$ cat src/rtl/kde_pkg.sv
// Package for the key debounce event FIFO: payload types, command codes,
// register indexes, event kinds and the event code function.
// No dependencies.
`timescale 1ns / 1ps

package kde_pkg;

    localparam int NUM_KEYS_DEF   = 2;
    localparam int FIFO_DEPTH_DEF = 16;

    localparam int CMD_W       = 2;
    localparam int KEYS_W      = 8;
    localparam int CODE_W      = 5;
    localparam int FILT_W      = 7;
    localparam int FCNT_W      = 8;
    localparam int LONG_W      = 16;
    localparam int CFG_IDX_W   = 1;
    localparam int CFG_DATA_W  = 16;
    localparam int KEY_NUM_W   = 3;
    localparam int EV_KIND_W   = 2;

    localparam logic [CMD_W-1:0] CMD_SCAN  = 2'd0;
    localparam logic [CMD_W-1:0] CMD_GET   = 2'd1;
    localparam logic [CMD_W-1:0] CMD_CLEAR = 2'd2;

    localparam logic [CFG_IDX_W-1:0] CFG_FILTER_TIME     = 1'd0;
    localparam logic [CFG_IDX_W-1:0] CFG_LONG_PRESS_TIME = 1'd1;

    localparam logic [EV_KIND_W-1:0] EV_PRESS   = 2'd1;
    localparam logic [EV_KIND_W-1:0] EV_RELEASE = 2'd2;
    localparam logic [EV_KIND_W-1:0] EV_LONG    = 2'd3;

    localparam logic [FILT_W-1:0] FILTER_TIME_RST     = 7'd5;
    localparam logic [LONG_W-1:0] LONG_PRESS_TIME_RST = 16'd100;

    typedef struct packed {
        logic [CMD_W-1:0]  cmd;
        logic [KEYS_W-1:0] key_pressed;
    } kde_req_t;

    typedef struct packed {
        logic [CODE_W-1:0] event_code;
        logic              overflow;
    } kde_rsp_t;

    typedef struct packed {
        logic [FCNT_W-1:0] filter_count;
        logic              held_flag;
        logic [LONG_W-1:0] held_ticks;
    } key_state_t;

    typedef struct packed {
        logic              valid;
        logic [CODE_W-1:0] code;
    } push_t;

    typedef struct packed {
        logic busy;
        logic done;
    } scan_status_t;

    function automatic logic [CODE_W-1:0] ev_code(input logic [KEY_NUM_W-1:0] key,
                                                  input logic [EV_KIND_W-1:0] kind);
        logic [CODE_W-1:0] k5;
        begin
            k5 = CODE_W'(key);
            ev_code = (k5 << 1) + k5 + CODE_W'(kind);
        end
    endfunction

endpackage

$ cat src/rtl/kde_if.sv
// Request and response channel interfaces with valid/ready handshake.
// Depends on kde_pkg.
`timescale 1ns / 1ps

interface kde_req_if
    import kde_pkg::*;
();
    logic     valid;
    logic     ready;
    kde_req_t payload;

    modport source (output valid, output payload, input ready);
    modport sink (input valid, input payload, output ready);
endinterface

interface kde_rsp_if
    import kde_pkg::*;
();
    logic     valid;
    logic     ready;
    kde_rsp_t payload;

    modport source (output valid, output payload, input ready);
    modport sink (input valid, input payload, output ready);
endinterface

$ cat src/rtl/kde_key_scan.sv
// Per-key debounce sequencer around the key state memory; at most one FIFO push per cycle.
// Walks the keys one per cycle, but pauses on a key with two events. Depends on kde_pkg.
`timescale 1ns / 1ps

module kde_key_scan
    import kde_pkg::*;
#(
    parameter int NUM_KEYS = NUM_KEYS_DEF
)
(
    input  logic               clk,
    input  logic               rst_n,
    input  logic               start,
    input  logic [KEYS_W-1:0]  keys,
    input  logic [FILT_W-1:0]  filter_time,
    input  logic [LONG_W-1:0]  long_press_time,
    output push_t              push,
    output scan_status_t       status
);

    localparam int KIDX_W = (NUM_KEYS > 1) ? $clog2(NUM_KEYS) : 1;
    localparam logic [KIDX_W-1:0] LAST_KEY = KIDX_W'(NUM_KEYS - 1);

    localparam logic PH_CALC  = 1'b0;
    localparam logic PH_PUSH2 = 1'b1;

    key_state_t          kmem [NUM_KEYS];
    logic [NUM_KEYS-1:0] kvalid_reg;

    logic                busy_reg;
    logic                phase_reg;
    logic [KIDX_W-1:0]   key_idx_reg;
    logic [NUM_KEYS-1:0] keys_reg;
    logic [CODE_W-1:0]   ev2_code_reg;

    key_state_t          rd_raw_reg;
    key_state_t          fwd_data_reg;
    logic                rd_fwd_reg;
    logic                rd_valid_reg;

    key_state_t          cur;
    key_state_t          nxt;
    logic                pressed;
    logic [FCNT_W-1:0]   ft1;
    logic [FCNT_W-1:0]   ft2;
    logic [LONG_W:0]     ht_inc;
    logic                ev_press;
    logic                ev_rel;
    logic                ev_long;
    logic                calc;
    logic                last;
    logic                two_events;
    logic                advance;
    logic                done;
    logic                rd_en;
    logic [KIDX_W-1:0]   rd_addr;
    logic [KEY_NUM_W-1:0] key_num;

    assign calc    = busy_reg && (phase_reg == PH_CALC);
    assign last    = (key_idx_reg == LAST_KEY);
    assign pressed = keys_reg[key_idx_reg];
    assign key_num = KEY_NUM_W'(key_idx_reg);
    assign ft1     = {1'b0, filter_time};
    assign ft2     = {filter_time, 1'b0};
    assign ht_inc  = {1'b0, cur.held_ticks} + (LONG_W+1)'(1);
    assign cur     = rd_fwd_reg ? fwd_data_reg : (rd_valid_reg ? rd_raw_reg : '0);

    always_comb
    begin
        nxt      = cur;
        ev_press = 1'b0;
        ev_rel   = 1'b0;
        ev_long  = 1'b0;
        if (pressed)
        begin
            if (cur.filter_count < ft1)
            begin
                nxt.filter_count = ft1;
            end
            else if (cur.filter_count < ft2)
            begin
                nxt.filter_count = cur.filter_count + FCNT_W'(1);
            end
            else
            begin
                if (!cur.held_flag)
                begin
                    nxt.held_flag = 1'b1;
                    ev_press      = 1'b1;
                end
                if ((long_press_time != '0) && (cur.held_ticks < long_press_time))
                begin
                    nxt.held_ticks = ht_inc[LONG_W-1:0];
                    ev_long        = (ht_inc[LONG_W-1:0] == long_press_time);
                end
            end
        end
        else
        begin
            if (cur.filter_count > ft1)
            begin
                nxt.filter_count = ft1;
            end
            else if (cur.filter_count != '0)
            begin
                nxt.filter_count = cur.filter_count - FCNT_W'(1);
            end
            else if (cur.held_flag)
            begin
                nxt.held_flag = 1'b0;
                ev_rel        = 1'b1;
            end
            nxt.held_ticks = '0;
        end
    end

    assign two_events = ev_press && ev_long;
    assign advance    = (calc && !two_events) || (busy_reg && (phase_reg == PH_PUSH2));
    assign done       = advance && last;

    always_comb
    begin
        rd_en   = 1'b0;
        rd_addr = '0;
        if (start)
        begin
            rd_en = 1'b1;
        end
        else if (advance && !last)
        begin
            rd_en   = 1'b1;
            rd_addr = key_idx_reg + KIDX_W'(1);
        end
    end

    always_comb
    begin
        push = '0;
        if (calc)
        begin
            push.valid = ev_press || ev_rel || ev_long;
            if (ev_press)
            begin
                push.code = ev_code(key_num, EV_PRESS);
            end
            else if (ev_rel)
            begin
                push.code = ev_code(key_num, EV_RELEASE);
            end
            else
            begin
                push.code = ev_code(key_num, EV_LONG);
            end
        end
        else if (busy_reg)
        begin
            push.valid = 1'b1;
            push.code  = ev2_code_reg;
        end
    end

    assign status.busy = busy_reg;
    assign status.done = done;

    always_ff @(posedge clk)
    begin
        if (calc)
        begin
            kmem[key_idx_reg] <= nxt;
        end
        if (rd_en)
        begin
            rd_raw_reg   <= kmem[rd_addr];
            fwd_data_reg <= nxt;
        end
    end

    always_ff @(posedge clk or negedge rst_n)
    begin
        if (!rst_n)
        begin
            kvalid_reg   <= '0;
            busy_reg     <= 1'b0;
            phase_reg    <= PH_CALC;
            key_idx_reg  <= '0;
            keys_reg     <= '0;
            ev2_code_reg <= '0;
            rd_fwd_reg   <= 1'b0;
            rd_valid_reg <= 1'b0;
        end
        else
        begin
            if (calc)
            begin
                kvalid_reg[key_idx_reg] <= 1'b1;
            end
            if (rd_en)
            begin
                rd_fwd_reg   <= calc && (key_idx_reg == rd_addr);
                rd_valid_reg <= kvalid_reg[rd_addr];
            end
            if (start)
            begin
                busy_reg    <= 1'b1;
                phase_reg   <= PH_CALC;
                key_idx_reg <= '0;
                keys_reg    <= keys[NUM_KEYS-1:0];
            end
            else if (done)
            begin
                busy_reg  <= 1'b0;
                phase_reg <= PH_CALC;
            end
            else if (advance)
            begin
                phase_reg   <= PH_CALC;
                key_idx_reg <= key_idx_reg + KIDX_W'(1);
            end
            else if (calc)
            begin
                phase_reg    <= PH_PUSH2;
                ev2_code_reg <= ev_code(key_num, EV_LONG);
            end
        end
    end

endmodule

$ cat src/rtl/kde_event_fifo.sv
// Ring FIFO of event codes in a synchronous memory, with the sticky overflow
// flag and the response register. Depends on kde_pkg and kde_rsp_if.
`timescale 1ns / 1ps

module kde_event_fifo
    import kde_pkg::*;
#(
    parameter int FIFO_DEPTH = FIFO_DEPTH_DEF
)
(
    input  logic        clk,
    input  logic        rst_n,
    input  push_t       push,
    input  logic        get,
    input  logic        clear,
    output logic        out_free,
    kde_rsp_if.source   rsp
);

    localparam int PTR_W = $clog2(FIFO_DEPTH);
    localparam int CNT_W = $clog2(FIFO_DEPTH + 1);
    localparam logic [PTR_W-1:0] LAST_PTR = PTR_W'(FIFO_DEPTH - 1);
    localparam logic [CNT_W-1:0] FULL_CNT = CNT_W'(FIFO_DEPTH);

    logic [CODE_W-1:0] fmem [FIFO_DEPTH];

    logic [PTR_W-1:0]  rptr_reg;
    logic [PTR_W-1:0]  wptr_reg;
    logic [CNT_W-1:0]  count_reg;
    logic              ovf_reg;

    logic              out_valid_reg;
    logic              out_empty_reg;
    logic              out_fwd_reg;
    logic              out_ovf_reg;
    logic [CODE_W-1:0] fwd_code_reg;
    logic [CODE_W-1:0] rd_data_reg;

    logic              push_ok;
    logic              pop;
    logic              ovf_after;
    logic [CNT_W-1:0]  count_after;

    assign push_ok     = push.valid && (count_reg != FULL_CNT);
    assign ovf_after   = ovf_reg || (push.valid && !push_ok);
    assign count_after = count_reg + CNT_W'(push_ok);
    assign pop         = get && (count_after != '0);
    assign out_free    = !out_valid_reg || rsp.ready;

    assign rsp.valid              = out_valid_reg;
    assign rsp.payload.overflow   = out_ovf_reg;
    assign rsp.payload.event_code = out_empty_reg ? '0 :
                                    (out_fwd_reg ? fwd_code_reg : rd_data_reg);

    always_ff @(posedge clk)
    begin
        if (push_ok)
        begin
            fmem[wptr_reg] <= push.code;
        end
        if (get)
        begin
            rd_data_reg  <= fmem[rptr_reg];
            fwd_code_reg <= push.code;
            out_ovf_reg  <= ovf_after;
        end
    end

    always_ff @(posedge clk or negedge rst_n)
    begin
        if (!rst_n)
        begin
            rptr_reg      <= '0;
            wptr_reg      <= '0;
            count_reg     <= '0;
            ovf_reg       <= 1'b0;
            out_valid_reg <= 1'b0;
            out_empty_reg <= 1'b1;
            out_fwd_reg   <= 1'b0;
        end
        else
        begin
            if (clear)
            begin
                rptr_reg  <= '0;
                wptr_reg  <= '0;
                count_reg <= '0;
                ovf_reg   <= 1'b0;
            end
            else
            begin
                ovf_reg   <= ovf_after;
                count_reg <= count_after - CNT_W'(pop);
                if (push_ok)
                begin
                    wptr_reg <= (wptr_reg == LAST_PTR) ? '0 : wptr_reg + PTR_W'(1);
                end
                if (pop)
                begin
                    rptr_reg <= (rptr_reg == LAST_PTR) ? '0 : rptr_reg + PTR_W'(1);
                end
            end
            if (get)
            begin
                out_valid_reg <= 1'b1;
                out_empty_reg <= (count_after == '0);
                out_fwd_reg   <= (count_reg == '0);
            end
            else if (rsp.ready)
            begin
                out_valid_reg <= 1'b0;
            end
        end
    end

endmodule

$ cat src/rtl/key_debounce_event_fifo.sv
// Key debounce with long-press detection and an event FIFO. A scan request
// walks the key state memory one key per cycle, pausing on each key that
// raises a press and a long-press event in the same tick; the next request is
// taken in the scan's last cycle. A get result sits in an output register
// while further scan and clear requests are accepted; a further get is held
// off until that result is taken. Depends on kde_pkg, kde_if, kde_key_scan
// and kde_event_fifo.
`timescale 1ns / 1ps

module key_debounce_event_fifo
    import kde_pkg::*;
#(
    parameter int NUM_KEYS   = NUM_KEYS_DEF,
    parameter int FIFO_DEPTH = FIFO_DEPTH_DEF
)
(
    input  logic                  clk,
    input  logic                  rst_n,
    kde_req_if.sink               req,
    kde_rsp_if.source             rsp,
    input  logic                  cfg_we,
    input  logic [CFG_IDX_W-1:0]  cfg_index,
    input  logic [CFG_DATA_W-1:0] cfg_data
);

    logic [FILT_W-1:0] filter_time_reg;
    logic [LONG_W-1:0] long_press_time_reg;

    scan_status_t      scan_status;
    push_t             push;
    logic              out_free;
    logic              can_start;
    logic              accept;
    logic              start_scan;
    logic              get;
    logic              clear;

    assign can_start  = !scan_status.busy || scan_status.done;
    assign req.ready  = can_start && ((req.payload.cmd != CMD_GET) || out_free);
    assign accept     = req.valid && req.ready;
    assign start_scan = accept && (req.payload.cmd == CMD_SCAN);
    assign get        = accept && (req.payload.cmd == CMD_GET);
    assign clear      = accept && (req.payload.cmd == CMD_CLEAR);

    always_ff @(posedge clk or negedge rst_n)
    begin
        if (!rst_n)
        begin
            filter_time_reg     <= FILTER_TIME_RST;
            long_press_time_reg <= LONG_PRESS_TIME_RST;
        end
        else if (cfg_we)
        begin
            unique case (cfg_index)
                CFG_FILTER_TIME:     filter_time_reg     <= cfg_data[FILT_W-1:0];
                CFG_LONG_PRESS_TIME: long_press_time_reg <= cfg_data[LONG_W-1:0];
                default:             ;
            endcase
        end
    end

    kde_key_scan #(
        .NUM_KEYS (NUM_KEYS)
    ) u_key_scan (
        .clk             (clk),
        .rst_n           (rst_n),
        .start           (start_scan),
        .keys            (req.payload.key_pressed),
        .filter_time     (filter_time_reg),
        .long_press_time (long_press_time_reg),
        .push            (push),
        .status          (scan_status)
    );

    kde_event_fifo #(
        .FIFO_DEPTH (FIFO_DEPTH)
    ) u_event_fifo (
        .clk      (clk),
        .rst_n    (rst_n),
        .push     (push),
        .get      (get),
        .clear    (clear),
        .out_free (out_free),
        .rsp      (rsp)
    );

endmodule

$ cat src/flat_wrapper.sv
// flat-port wrapper written by rule: the top's interface ports become plain ports
module key_debounce_event_fifo_flat import kde_pkg::*;
#(
    parameter int NUM_KEYS   = NUM_KEYS_DEF,
    parameter int FIFO_DEPTH = FIFO_DEPTH_DEF
)
  (clk, rst_n, cfg_we, cfg_index, cfg_data, req_valid, req_payload, req_ready, rsp_valid, rsp_payload, rsp_ready);
  kde_req_if req_i ();
  kde_rsp_if rsp_i ();
  input  logic clk;
  input  logic rst_n;
  input  logic cfg_we;
  input  logic [CFG_IDX_W-1:0] cfg_index;
  input  logic [CFG_DATA_W-1:0] cfg_data;
  input wire logic [$bits(req_i.valid)-1:0] req_valid;
  input wire logic [$bits(req_i.payload)-1:0] req_payload;
  output wire logic [$bits(req_i.ready)-1:0] req_ready;
  output wire logic [$bits(rsp_i.valid)-1:0] rsp_valid;
  output wire logic [$bits(rsp_i.payload)-1:0] rsp_payload;
  input wire logic [$bits(rsp_i.ready)-1:0] rsp_ready;
  assign req_i.valid = req_valid;
  assign req_i.payload = req_payload;
  assign req_ready = req_i.ready;
  assign rsp_valid = rsp_i.valid;
  assign rsp_payload = rsp_i.payload;
  assign rsp_i.ready = rsp_ready;
  key_debounce_event_fifo #(.NUM_KEYS(NUM_KEYS), .FIFO_DEPTH(FIFO_DEPTH)) u_core (.clk(clk), .rst_n(rst_n), .req(req_i), .rsp(rsp_i), .cfg_we(cfg_we), .cfg_index(cfg_index), .cfg_data(cfg_data));
endmodule
$ cat config.mk
export PLATFORM = sky130hd
export DESIGN_NAME = key_debounce_event_fifo_flat
export DESIGN_NICKNAME = d
export VERILOG_FILES = /design/src/rtl/kde_pkg.sv /design/src/rtl/kde_if.sv /design/src/rtl/kde_key_scan.sv /design/src/rtl/kde_event_fifo.sv /design/src/rtl/key_debounce_event_fifo.sv /design/src/flat_wrapper.sv
export SDC_FILE = /design/constraint.sdc
export NUM_CORES = 1
export LEC_CHECK = 0
export BUFFER_PORTS_ARGS = -buffer_cell sky130_fd_sc_hd__buf_2
export CORE_ASPECT_RATIO = 1.1
export CORE_MARGIN = 1.5
export CORE_UTILIZATION = 38
export CTS_CLUSTER_DIAMETER = 150
export DETAILED_ROUTE_END_ITERATION = 12
export PLACE_DENSITY = 0.6
export REMOVE_ABC_BUFFERS = 1
export SKIP_CTS_REPAIR_TIMING = 1
export SYNTH_ARGS = -nofsm -noshare
export SYNTH_HDL_FRONTEND = slang
export SYNTH_HIERARCHICAL = 1
export SYNTH_SLANG_ARGS = --single-unit
$ cat constraint.sdc
create_clock -name clk -period 10.45 [get_ports clk]
set_input_delay 0.5225 -clock clk [delete_from_list [all_inputs] [get_ports clk]]
set_output_delay 0.5225 -clock clk [all_outputs]
set_load 0.005 [all_outputs]
# [Yosys cells after proc, flatten, opt, wreduce, memory -nomap -nowiden]
# Memories as Yosys holds them, arrays and structs flattened. A register that Yosys moved wholly into a read port is not among the register bits.
# Index checks and enable logic that the tools add are counted.
[word_totals] regBits=85 latchBits=0 mem_bits_rw=130 rom_bits=0 inputBits=32 out_inout_bits=8 elab_cells=166 n_memories=2
[classes] n_addsub=12 multipliers=0 div_mod_pow=0 order_cmp=7 eq_ne=9 shifts=0 n_mux=63 bitwise=6 reduce_logical=45
[mem_list] memory="u_core.u_event_fifo.fmem" words=16 word_bits=5 read_ports=1 rd_clocked_by_memory_dff=1 wr=1 line="kde_event_fifo.sv:25" source="logic [CODE_W-1:0] fmem [FIFO_DEPTH];"
[mem_list] memory="u_core.u_key_scan.kmem" words=2 word_bits=25 read_ports=1 rd_clocked_by_memory_dff=1 wr=1 line="kde_key_scan.sv:27" source="key_state_t kmem [NUM_KEYS];"
[op_table] cell="25-bit two-way mux" n=3
[op_table] cell="1-bit two-way mux" n=39
[op_table] cell="17-bit two-way mux" n=2
[op_table] cell="8-bit two-way mux" n=4
[op_table] cell="5-bit two-way mux" n=5
[op_table] cell="4-bit two-way mux" n=6
[op_table] cell="1-bit logical AND" n=17
[op_table] cell="16-bit by 1-bit adder with 16-bit output (second input constant)" n=1
[op_table] cell="16-bit equality test" n=1
[op_table] cell="16-bit < comparator" n=1
[op_table] cell="16-bit two-way mux" n=1
[op_table] cell="16-bit nonzero test" n=1
[op_table] cell="6-bit two-way mux" n=2
[op_table] cell="5-bit zero test" n=2
[op_table] cell="2-bit nonzero test" n=5
[op_table] cell="4-bit by 1-bit adder with 4-bit output (second input constant)" n=2
[op_table] cell="8-bit by 1-bit adder with 8-bit output (second input constant)" n=1
[op_table] cell="4-bit equality test (second input constant)" n=2
[op_table] cell="8-bit by 7-bit greater-than comparator with 1-bit output" n=1
[op_table] cell="8-bit by 7-bit < comparator with 1-bit output" n=1
[op_table] cell="8-bit < comparator" n=1
[op_table] cell="8-bit nonzero test" n=1
[op_table] cell="8-bit by 1-bit subtractor with 8-bit output (second input constant)" n=1
[op_table] cell="1-bit logical OR" n=7
[op_table] cell="23 further kinds" n=35

# [Logic depth before layout (Yosys ltp)]
# Gate-level depths: netlist (run 1).
[logic_depth] ltp_word=20 depth_mapped=29 mapped_depth_nobuf=25

# [Hierarchy]
# The synthesis (run 1) kept the hierarchy.
[by_module_without_submodules] mod="kde_key_scan" n_inst=1 cells_each=593 area_per_inst_um2=6597.6 seq_area_each_um2=3303.2
[by_module_without_submodules] mod="kde_event_fifo" n_inst=1 cells_each=299 area_per_inst_um2=4559.4 seq_area_each_um2=3159.3
[by_module_without_submodules] mod="key_debounce_event_fifo" n_inst=1 cells_each=57 area_per_inst_um2=1002.2 seq_area_each_um2=581.8

# [Least setup slack after synthesis (run 1)]
# OpenSTA, ideal clock, no wires.
[synth_timing] path_kind="register to register" start="register u_core.u_key_scan.rd_fwd_reg" end="register u_core.u_event_fifo.count_reg[4]" setup_ns=0.078 arrival_time_ns=6.224 t_required_ns=10.372 setup_slack_ns=4.149 stages_incl_launch_ff=29 path_buffers=5 synth_period_minus_slack_ns=6.301 path_cell_list="dfrtp_1 > buf_4 > buf_2 > buf_2 > buf_1 > a22oi_1 > inv_1 > ha_1 > o21ai_0 > a41oi_1 > a211oi_1 > or4b_1 > nor3b_2 > nand4b_1 > nor2_1 > o41a_1 > a21boi_0 > buf_2 > ha_1 > ha_1 > nand3_1 > xnor2_1 > o41ai_4 > inv_1 > ha_1 > ha_1 > inv_1 > or3_2 > a21oi_1"
[synth_rtl] item="start: declaration" line="kde_key_scan.sv:38" source="logic rd_fwd_reg;"
[synth_rtl] item="start signal: assignment" line="kde_key_scan.sv:199" source="rd_fwd_reg <= calc && (key_idx_reg == rd_addr);"
[synth_rtl] item="end signal: assignment" line="kde_event_fifo.sv:93" source="count_reg <= count_after - CNT_W'(pop);"
[synth_rtl] item="end: declaration" line="kde_event_fifo.sv:29" source="logic [CNT_W-1:0] count_reg;"

==> impl_metrics.toml, run 1 <==
[outcome]
status = "finished, final reports clean"

[sta]
rsz0062_at_grt = "no"
final_hold_viol_count = 0
finalCriticalPeriod_ps = 7780
slew_headroom = 0.209
setup_tns_ps = 0
clock_skew_ps = 11.9
fin_ws_ps = 2670
setup_violations = 0
min_period_over_period = 0.744
worstMarginPinSlew_ps = 1180
fmax_mhz = 129
slew_violations = 0

[synthesis]
yosysTopAreaCellShare = 0.472
ys_seq_area_frac = 0.579
synthArstFlopShare = 0.214
yosys_warnings = 6
yosysTopAreaCell = "edfxtp_1"
syn_area_mm2 = 0.0122
synth.most_common_cell = "edfxtp_1"
synth_cell_types = 82
synth_common_cells = "191 x edfxtp_1, 68 x nor2_1, 64 x nand2_1, 46 x dfrtp_1, 45 x inv_1"
netlist_instances = 949
synth_area_per_cell_um2 = 12.8
yosys-top-cells-area = "edfxtp_1 47%, dfrtp_1 9.5%, ha_1 4.4%, xnor2_1 2.6%, mux2_1 2.5%"
ys.flop_type = "edfxtp_1"
synth-seq-cells = 243
synth_edf_count = 191

[routing]
wirelength_um = 24800
avgViaCountPerCell = 5.25
vias = 7475
ant_nets = 0
drt_iter0_drc = 513
wire_per_inst_um = 17.4
drc = 0
dr.pass1.iters = 7

[layout]
top_regs = "u_core/u_event_fifo/fmem (80), u_core/u_key_scan/kmem (50)"
n_antenna_cell = 0
top_register = "u_core/u_event_fifo/fmem"
drive_above_1_share = 0.155
syn_to_final_growth_pct = 11.3
layout.nets = 1061
largest_reg_flops = 80

[global_routing]
grt_pass1_wl_um = 40500
grt_pass1_vias = 7429
grt_usage = 0.153
antenna_found_initial = 0
grt_start_max_net_pins = 62
gr-total-overflow = 0

[placed_design]
io_buffers = 33
place_ws_ps = 2760
dp_hpwl_um = 17200
gp_congestion = 0.895

[floorplanning]
die_area_mm2 = 0.0331
dieWidth_um = 174
ios = 40
start_util = 0.386
fp.dieH_um = 191
core_area_mm2 = 0.0315
fp-row-count = 68

[critical_path]
cp.required_ps = 10860
end_kind = "flip-flop"
path_buf_inv = 6
start_kind = "flip-flop"
slowest_stage = "dfrtp_1"
critical_path.top_delay_family = "simple AND/OR/NAND/NOR gates"
slowest_delay_ps = 980
cp.arrival_ps = 8180
worst-path-max-fanout = 26
critPathKind = "flip-flop to flip-flop"

[clock_tree]
cts_tree = "built"
cts.root.buffer_cell = "clkbuf_16"
cts.clk_slew.worst_paths_ps = 60
clk_latency_ps = 520
numCtsBuffers = 26
clock_path_buffers = 3
htree_num_levels = 1
clock_sinks = 243

[power_and_ir_drop]
power.density_mw_per_mm2 = 226
p_leak_uw = 0.00501
vdd.ir_drop.worst_v = 0.000145

[job]
maxCapViolCount = 0

[min_path]
hp-class = "primary input to async pin"
[cells by family after synthesis]
kind of cell,synth area share
simple gates,0.118
flops,0.579
compound gates,0.0876
mux,0.101
buf+inv,0.0343
xor+xnor,0.0353
fa+ha+maj,0.0442
other cells,0.000308
[routing by layer]
layer / wire length (µm) / part of all wire / track usage
met1: 11300 / 0.46 / 0.200
met2: 12000 / 0.48 / 0.265
met3: 1060 / 0.043 / 0.0243
met4: 432 / 0.017 / 0.0365
met5: 0 / 0 / 0
[per-stage QoR]
stage           util  instances  area, µm²  total power, µW  hold slack, ps
3_3_place_gp   0.405       1378      12700             2220             454
5_1_grt        0.430       1423      13500             3250             170
6_report       0.430       1423      13500             3060             113
2_1_floorplan      -        910      11900             1960             227
3_5_place_dp   0.405       1378      12700             2240             455
4_1_cts        0.430       1423      13500             3090             137
[cells in the final DEF, fill, tap and decap left out, drive strengths merged, types with 9 or more instances in the layout]
master,netlist,final
a21oi,38,38
a221oi,11,11
a22oi,18,18
buf,26,48
clkbuf,14,31
clkinv,2,14
dfrtp,46,46
edfxtp,191,191
ha,43,43
inv,45,46
mux2,58,58
mux2i,29,29
mux4,10,10
nand2,66,66
nand3,26,26
nand4,10,10
nand4b,9,9
nor2,68,68
nor3,23,23
nor4,11,11
o21ai,41,41
xnor2,36,36
xor2,13,13
[final cells by class]
| class | count | area (µm²) |
|---|---|---|
| multi-input cells | 620 | 4720 |
| clock inverters | 14 | 90.1 |
| well taps | 420 | 526 |
| clock buffers | 31 | 691 |
| fillers | 2948 | 18000 |
| repair buffers | 48 | 278 |
| inverters | 47 | 176 |
| flip-flops and latches | 243 | 7050 |
[path summary, 6_finish.rpt]
check	depth (start not counted)	startpoint	end	slack [ps]
max in group asynchronous	2	rst_n	u_core/u_event_fifo/rptr_reg[0]	9840
min in group clk	2	cfg_data[14]	u_core/long_press_time_reg[14]	230
worst min-delay path	2	rst_n	u_core/filter_time_reg[5]	110
worst min register to register	1	u_core/u_key_scan/kvalid_reg[0]	u_core/u_key_scan/kvalid_reg[0]	470
worst max register to register	29	u_core/u_key_scan/rd_valid_reg	u_core/u_event_fifo/count_reg[3]	2670
worst max-delay path	29	u_core/u_key_scan/rd_valid_reg	u_core/u_event_fifo/count_reg[3]	2670
[worst register-to-register path: cells and delay by family (launching register included)]
| family | cells | cell delay, ps |
|---|---|---|
| AND/OR/NAND/NOR | 8 | 2320 |
| AO/OA/AOI/OAI | 9 | 1640 |
| buffers and inverters | 6 | 1370 |
| adder cells (fa/ha/maj) | 4 | 1010 |
| flip-flops | 1 | 980 |
| XOR/XNOR | 2 | 340 |
[power by group]
part	internal, µW	switching, µW	leakage, µW
clock network	491	352	0.000387
registers	1210	129	0.00240
logic	366	508	0.00223
No activity file was read; power rests on OpenSTA's default activity.
==> run 2, diff against run 1 <==
PLACE_DENSITY = 0.62   (was 0.6)
clock period = 6.39 ns   (was 10.45 ns; I/O delays follow)
==> impl_metrics.toml, run 2 (synthesis results as in run 1) <==
[clock_tree]
cts.root.buffer_cell = "clkbuf_16"
cts.clk_slew.worst_paths_ps = 60
numCtsBuffers = 26
htree_num_levels = 1
clock_sinks = 243
cts_tree = "built"
clk_latency_ps = 530
clock_path_buffers = 3

[power_and_ir_drop]
p_leak_uw = 0.00507
design_power_total_uw = 5050
power.density_mw_per_mm2 = 370
vdd.ir_drop.worst_v = 0.000214

[routing]
drc = 0
ant_nets = 0
vias = 7663
wire_per_inst_um = 17.4
dr.pass1.iters = 5
avgViaCountPerCell = 5.33
drt_iter0_drc = 508
wirelength_um = 25100

[sta]
slew_violations = 0
clock_skew_ps = 14.9
final_hold_viol_count = 0
rsz0062_at_grt = "no"
slew_headroom = 0.245
fin_ws_ps = 521
min_period_over_period = 0.919
worstMarginPinSlew_ps = 1130
finalCriticalPeriod_ps = 5870
fmax_mhz = 170
setup_violations = 0

[layout]
fin_util = 0.434
largest_reg_flops = 80
top_register = "u_core/u_event_fifo/fmem"
syn_to_final_growth_pct = 12.2
drive_above_1_share = 0.165
layout.nets = 1074
layout_common_cells = "191 x edfxtp_1, 67 x nor2_1, 63 x nand2_1"
top_regs = "u_core/u_event_fifo/fmem (80), u_core/u_key_scan/kmem (50)"
fillerInstances = 2958
n_antenna_cell = 0
final_common_cell = "edfxtp_1"

[critical_path]
critPathKind = "flip-flop to flip-flop"
worst-path-max-fanout = 11
cp.arrival_ps = 6320
start_kind = "flip-flop"
cp.required_ps = 6840
end_kind = "flip-flop"
regToRegSetupSlack_ps = 520

[global_routing]
antenna_found_initial = 0
grt_pass1_wl_um = 40500
grt_start_max_net_pins = 53
grt_pass1_vias = 7477
grt_usage = 0.153
gr-total-overflow = 0

[floorplanning]
fp.dieH_um = 191
dieWidth_um = 174
ios = 40
fp-row-count = 68
start_util = 0.386
die_area_mm2 = 0.0331
core_area_mm2 = 0.0315

[placed_design]
dp_hpwl_um = 17500
place_ws_ps = 447
io_buffers = 33
gp_congestion = 0.877

[job]
maxCapViolCount = 0

[min_path]
hp-class = "primary input to flip-flop"

[outcome]
status = "finished, final reports clean"
==> run 2: final timing paths <==
kind	endpoint	depth (start not counted)	start
setup / recovery	u_core/u_event_fifo/count_reg[4]	25	u_core/u_key_scan/rd_valid_reg
hold / removal	u_core/long_press_time_reg[11]	2	cfg_data[11]
setup reg to reg	u_core/u_event_fifo/count_reg[4]	25	u_core/u_key_scan/rd_valid_reg
hold reg to reg	u_core/u_key_scan/kvalid_reg[1]	1	u_core/u_key_scan/kvalid_reg[1]
max in group asynchronous	u_core/u_event_fifo/rptr_reg[0]	3	rst_n
min in group asynchronous	u_core/filter_time_reg[5]	3	rst_n
==> run 2: metal layers <==
metal	share of wire	track usage
met5	0	0
met4	0.023	0.0398
met3	0.030	0.0195
met2	0.49	0.265
met1	0.46	0.204
==> run 2: cell type report <==
cell class | count | area [µm²] | share of cell area
Inverter | 47 | 176 | 0.0129
Timing Repair Buffer | 61 | 390 | 0.0286
Multi-Input combinational cell | 620 | 4730 | 0.347
Clock buffer | 31 | 669 | 0.0491
Sequential cell | 243 | 7050 | 0.516
Clock inverter | 15 | 105 | 0.00770
Tap cell | 420 | 526 | 0.0385
==> run 2: worst max-delay path, cell delays in order (launching register included) <==
cell and delay (ps):
dfrtp_1 380, nor2b_1 130, buf_4 200, a22oi_1 330, inv_1 180, ha_1 310, and4_1 220, a21o_1 130
a211oi_1 60, or4b_1 540, nor3b_2 200, nand4b_1 230, nor2_1 230, o41a_1 200, a21boi_0 260, ha_1 260
ha_1 290, nand3_1 160, xnor2_2 250, o41ai_4 120, inv_1 90, ha_1 190, ha_1 160, inv_1 60
or3_2 460, a21oi_1 150
==> run 2: metrics by stage <==
step | setup TNS (ps) | cells | hold WS [ps] | area [µm²]
floorplan | -24120 | 910 | 23.9 | 11900
global placement | 0 | 1390 | 454 | 12800
detailed placement | 0 | 1390 | 453 | 12800
CTS | 0 | 1436 | -84.2 | 13600
global route | 0 | 1437 | 7.73 | 13600
finish | 0 | 1437 | 18.9 | 13600
==> run 2: where the power goes <==
part / total (µW) / switching [µW] / internal, µW
Clock: 1360 / 582 / 783
Sequential: 2170 / 189 / 1980
Combinational: 1510 / 878 / 633
==> run 3, diff against run 2 <==
CAP_MARGIN = 20   (was default)
RECOVER_POWER = 50   (was default)
SLEW_MARGIN = 30   (was default)
==> impl_metrics.toml, run 3 (synthesis results as in run 1) <==
[routing]
drt-met1-wl_um = 11500
vias = 7683
wl_met3_um = 959
met2_length_um = 12200
avgViaCountPerCell = 5.34
drc = 0
wirelength_um = 25200
topRoutingLayerUsed = "met4"
ant_nets = 0
drt_iter0_drc = 534
dr.pass1.iters = 6
wire_per_inst_um = 17.5

[clock_tree]
clk_latency_ps = 530
cts.root.buffer_cell = "clkbuf_16"
clock_sinks = 243
cts.clk_slew.worst_paths_ps = 60
numCtsBuffers = 26
htree_num_levels = 1
clock_path_buffers = 3
cts_tree = "built"

[power_and_ir_drop]
vdd.ir_drop.worst_v = 0.000271
power.density_mw_per_mm2 = 382
p_leak_uw = 0.00504
design_power_total_uw = 5240

[global_routing]
grt_start_max_net_pins = 53
grt_usage = 0.154
grt_pass1_wl_um = 40600
grt_pass1_vias = 7568
antenna_found_initial = 0
gr-total-overflow = 0

[layout]
final_area_mm2 = 0.0137
layout.nets = 1074
syn_to_final_growth_pct = 12.8
top_regs = "u_core/u_event_fifo/fmem (80), u_core/u_key_scan/kmem (50)"
layout_common_cells = "191 x edfxtp_1, 68 x nor2_1, 63 x nand2_1"
drive_above_1_share = 0.144
n_antenna_cell = 0
final_common_cell = "edfxtp_1"
largest_reg_flops = 80
top_register = "u_core/u_event_fifo/fmem"

[critical_path]
worst-path-max-fanout = 11
r2r-start = "u_core/u_key_scan/rd_valid_reg"
slowest_delay_ps = 540
critical_path.top_delay_family = "simple AND/OR/NAND/NOR gates"
end_kind = "flip-flop"
regToRegSetupSlack_ps = 440
slowest_stage = "or4b_1"
crit_start = "u_core/u_key_scan/rd_valid_reg"
reg2reg_depth = 25
start_kind = "flip-flop"
cpMostUsedCell = "ha_1"
rr_endpoint = "u_core/u_event_fifo/count_reg[4]"
cp_num_cells = 25
cp.arrival_ps = 6410
cp.required_ps = 6850
path_buf_inv = 4
endpoint = "u_core/u_event_fifo/count_reg[4]"
critPathKind = "flip-flop to flip-flop"

[placed_design]
dp_hpwl_um = 17500
io_buffers = 33
place_ws_ps = 413
place_area_mm2 = 0.0129
gp_congestion = 0.877

[floorplanning]
fp.dieH_um = 191
ios = 40
dieWidth_um = 174
die_area_mm2 = 0.0331
fp-row-count = 68
start_util = 0.386
core_area_mm2 = 0.0315

[sta]
setup_tns_ps = 0
fmax_mhz = 168
final_hold_viol_count = 0
fin_ws_ps = 436
finalCriticalPeriod_ps = 5950
slew_headroom = -0.904
rsz0062_at_grt = "no"
clock_skew_ps = 8.60
worstMarginPinSlew_ps = 2860
setup_violations = 0
slew_violations = 80
min_period_over_period = 0.932

[outcome]
violations = "max-capacitance violations, max-slew violations"
status = "finished, violations left"

[job]
maxCapViolCount = 2

[min_path]
hp-class = "primary input to flip-flop"
run 3: cell types whose count changed in the layout (fill, tap and decap cells not counted), moves of 5 or more:
cell / change
buf_2: -5
buf_4: -6
clkbuf_1: +8
clkinv_1: -6
dfstp_1: +5
dfstp_2: -5
mux2_1: +13
mux2_4: -13
run 3: metal layers:
metal / vias to the layer above / track usage
li1: 3674 / -
met1: 3798 / 0.203
met2: 166 / 0.265
met3: 45 / 0.0225
met4: 0 / 0.0405
met5: - / 0
run 3: layout make-up:
class                   instances  area (µm²)
repair buffers                 61         364
well taps                     420         526
multi-input cells             620        4670
fillers                      2972       17800
clock inverters                16         230
inverters                      47         176
flip-flops and latches        243        7050
clock buffers                  32         693
run 3: how the worst min path moves through the flow:
stage / start / to / slack [ps] / cells after the start
3_3_place_gp: u_core/u_key_scan/kvalid_reg[1] / u_core/u_key_scan/kvalid_reg[1] / 450 / 1
6_report: cfg_data[12] / u_core/long_press_time_reg[12] / 2 / 2
2_1_floorplan: rst_n / u_core/filter_time_reg[1] / 20 / 0
4_1_cts: rst_n / u_core/filter_time_reg[4] / -80 / 2
5_1_grt: cfg_data[12] / u_core/long_press_time_reg[12] / -3 / 2
3_5_place_dp: u_core/u_key_scan/kvalid_reg[1] / u_core/u_key_scan/kvalid_reg[1] / 450 / 1
run 3: where the power goes:
part	switching [µW]	internal, µW
combinational	876	607
clock	607	977
sequential	186	1980
run 3: metrics by stage:
stage          std cells  hold slack [ps]  utilization
2_1_floorplan        910             23.9            -
3_3_place_gp        1390              454        0.408
3_5_place_dp        1390              453        0.408
4_1_cts             1438            -81.8        0.438
5_1_grt             1439            -3.14        0.436
6_report            1439             2.48        0.436
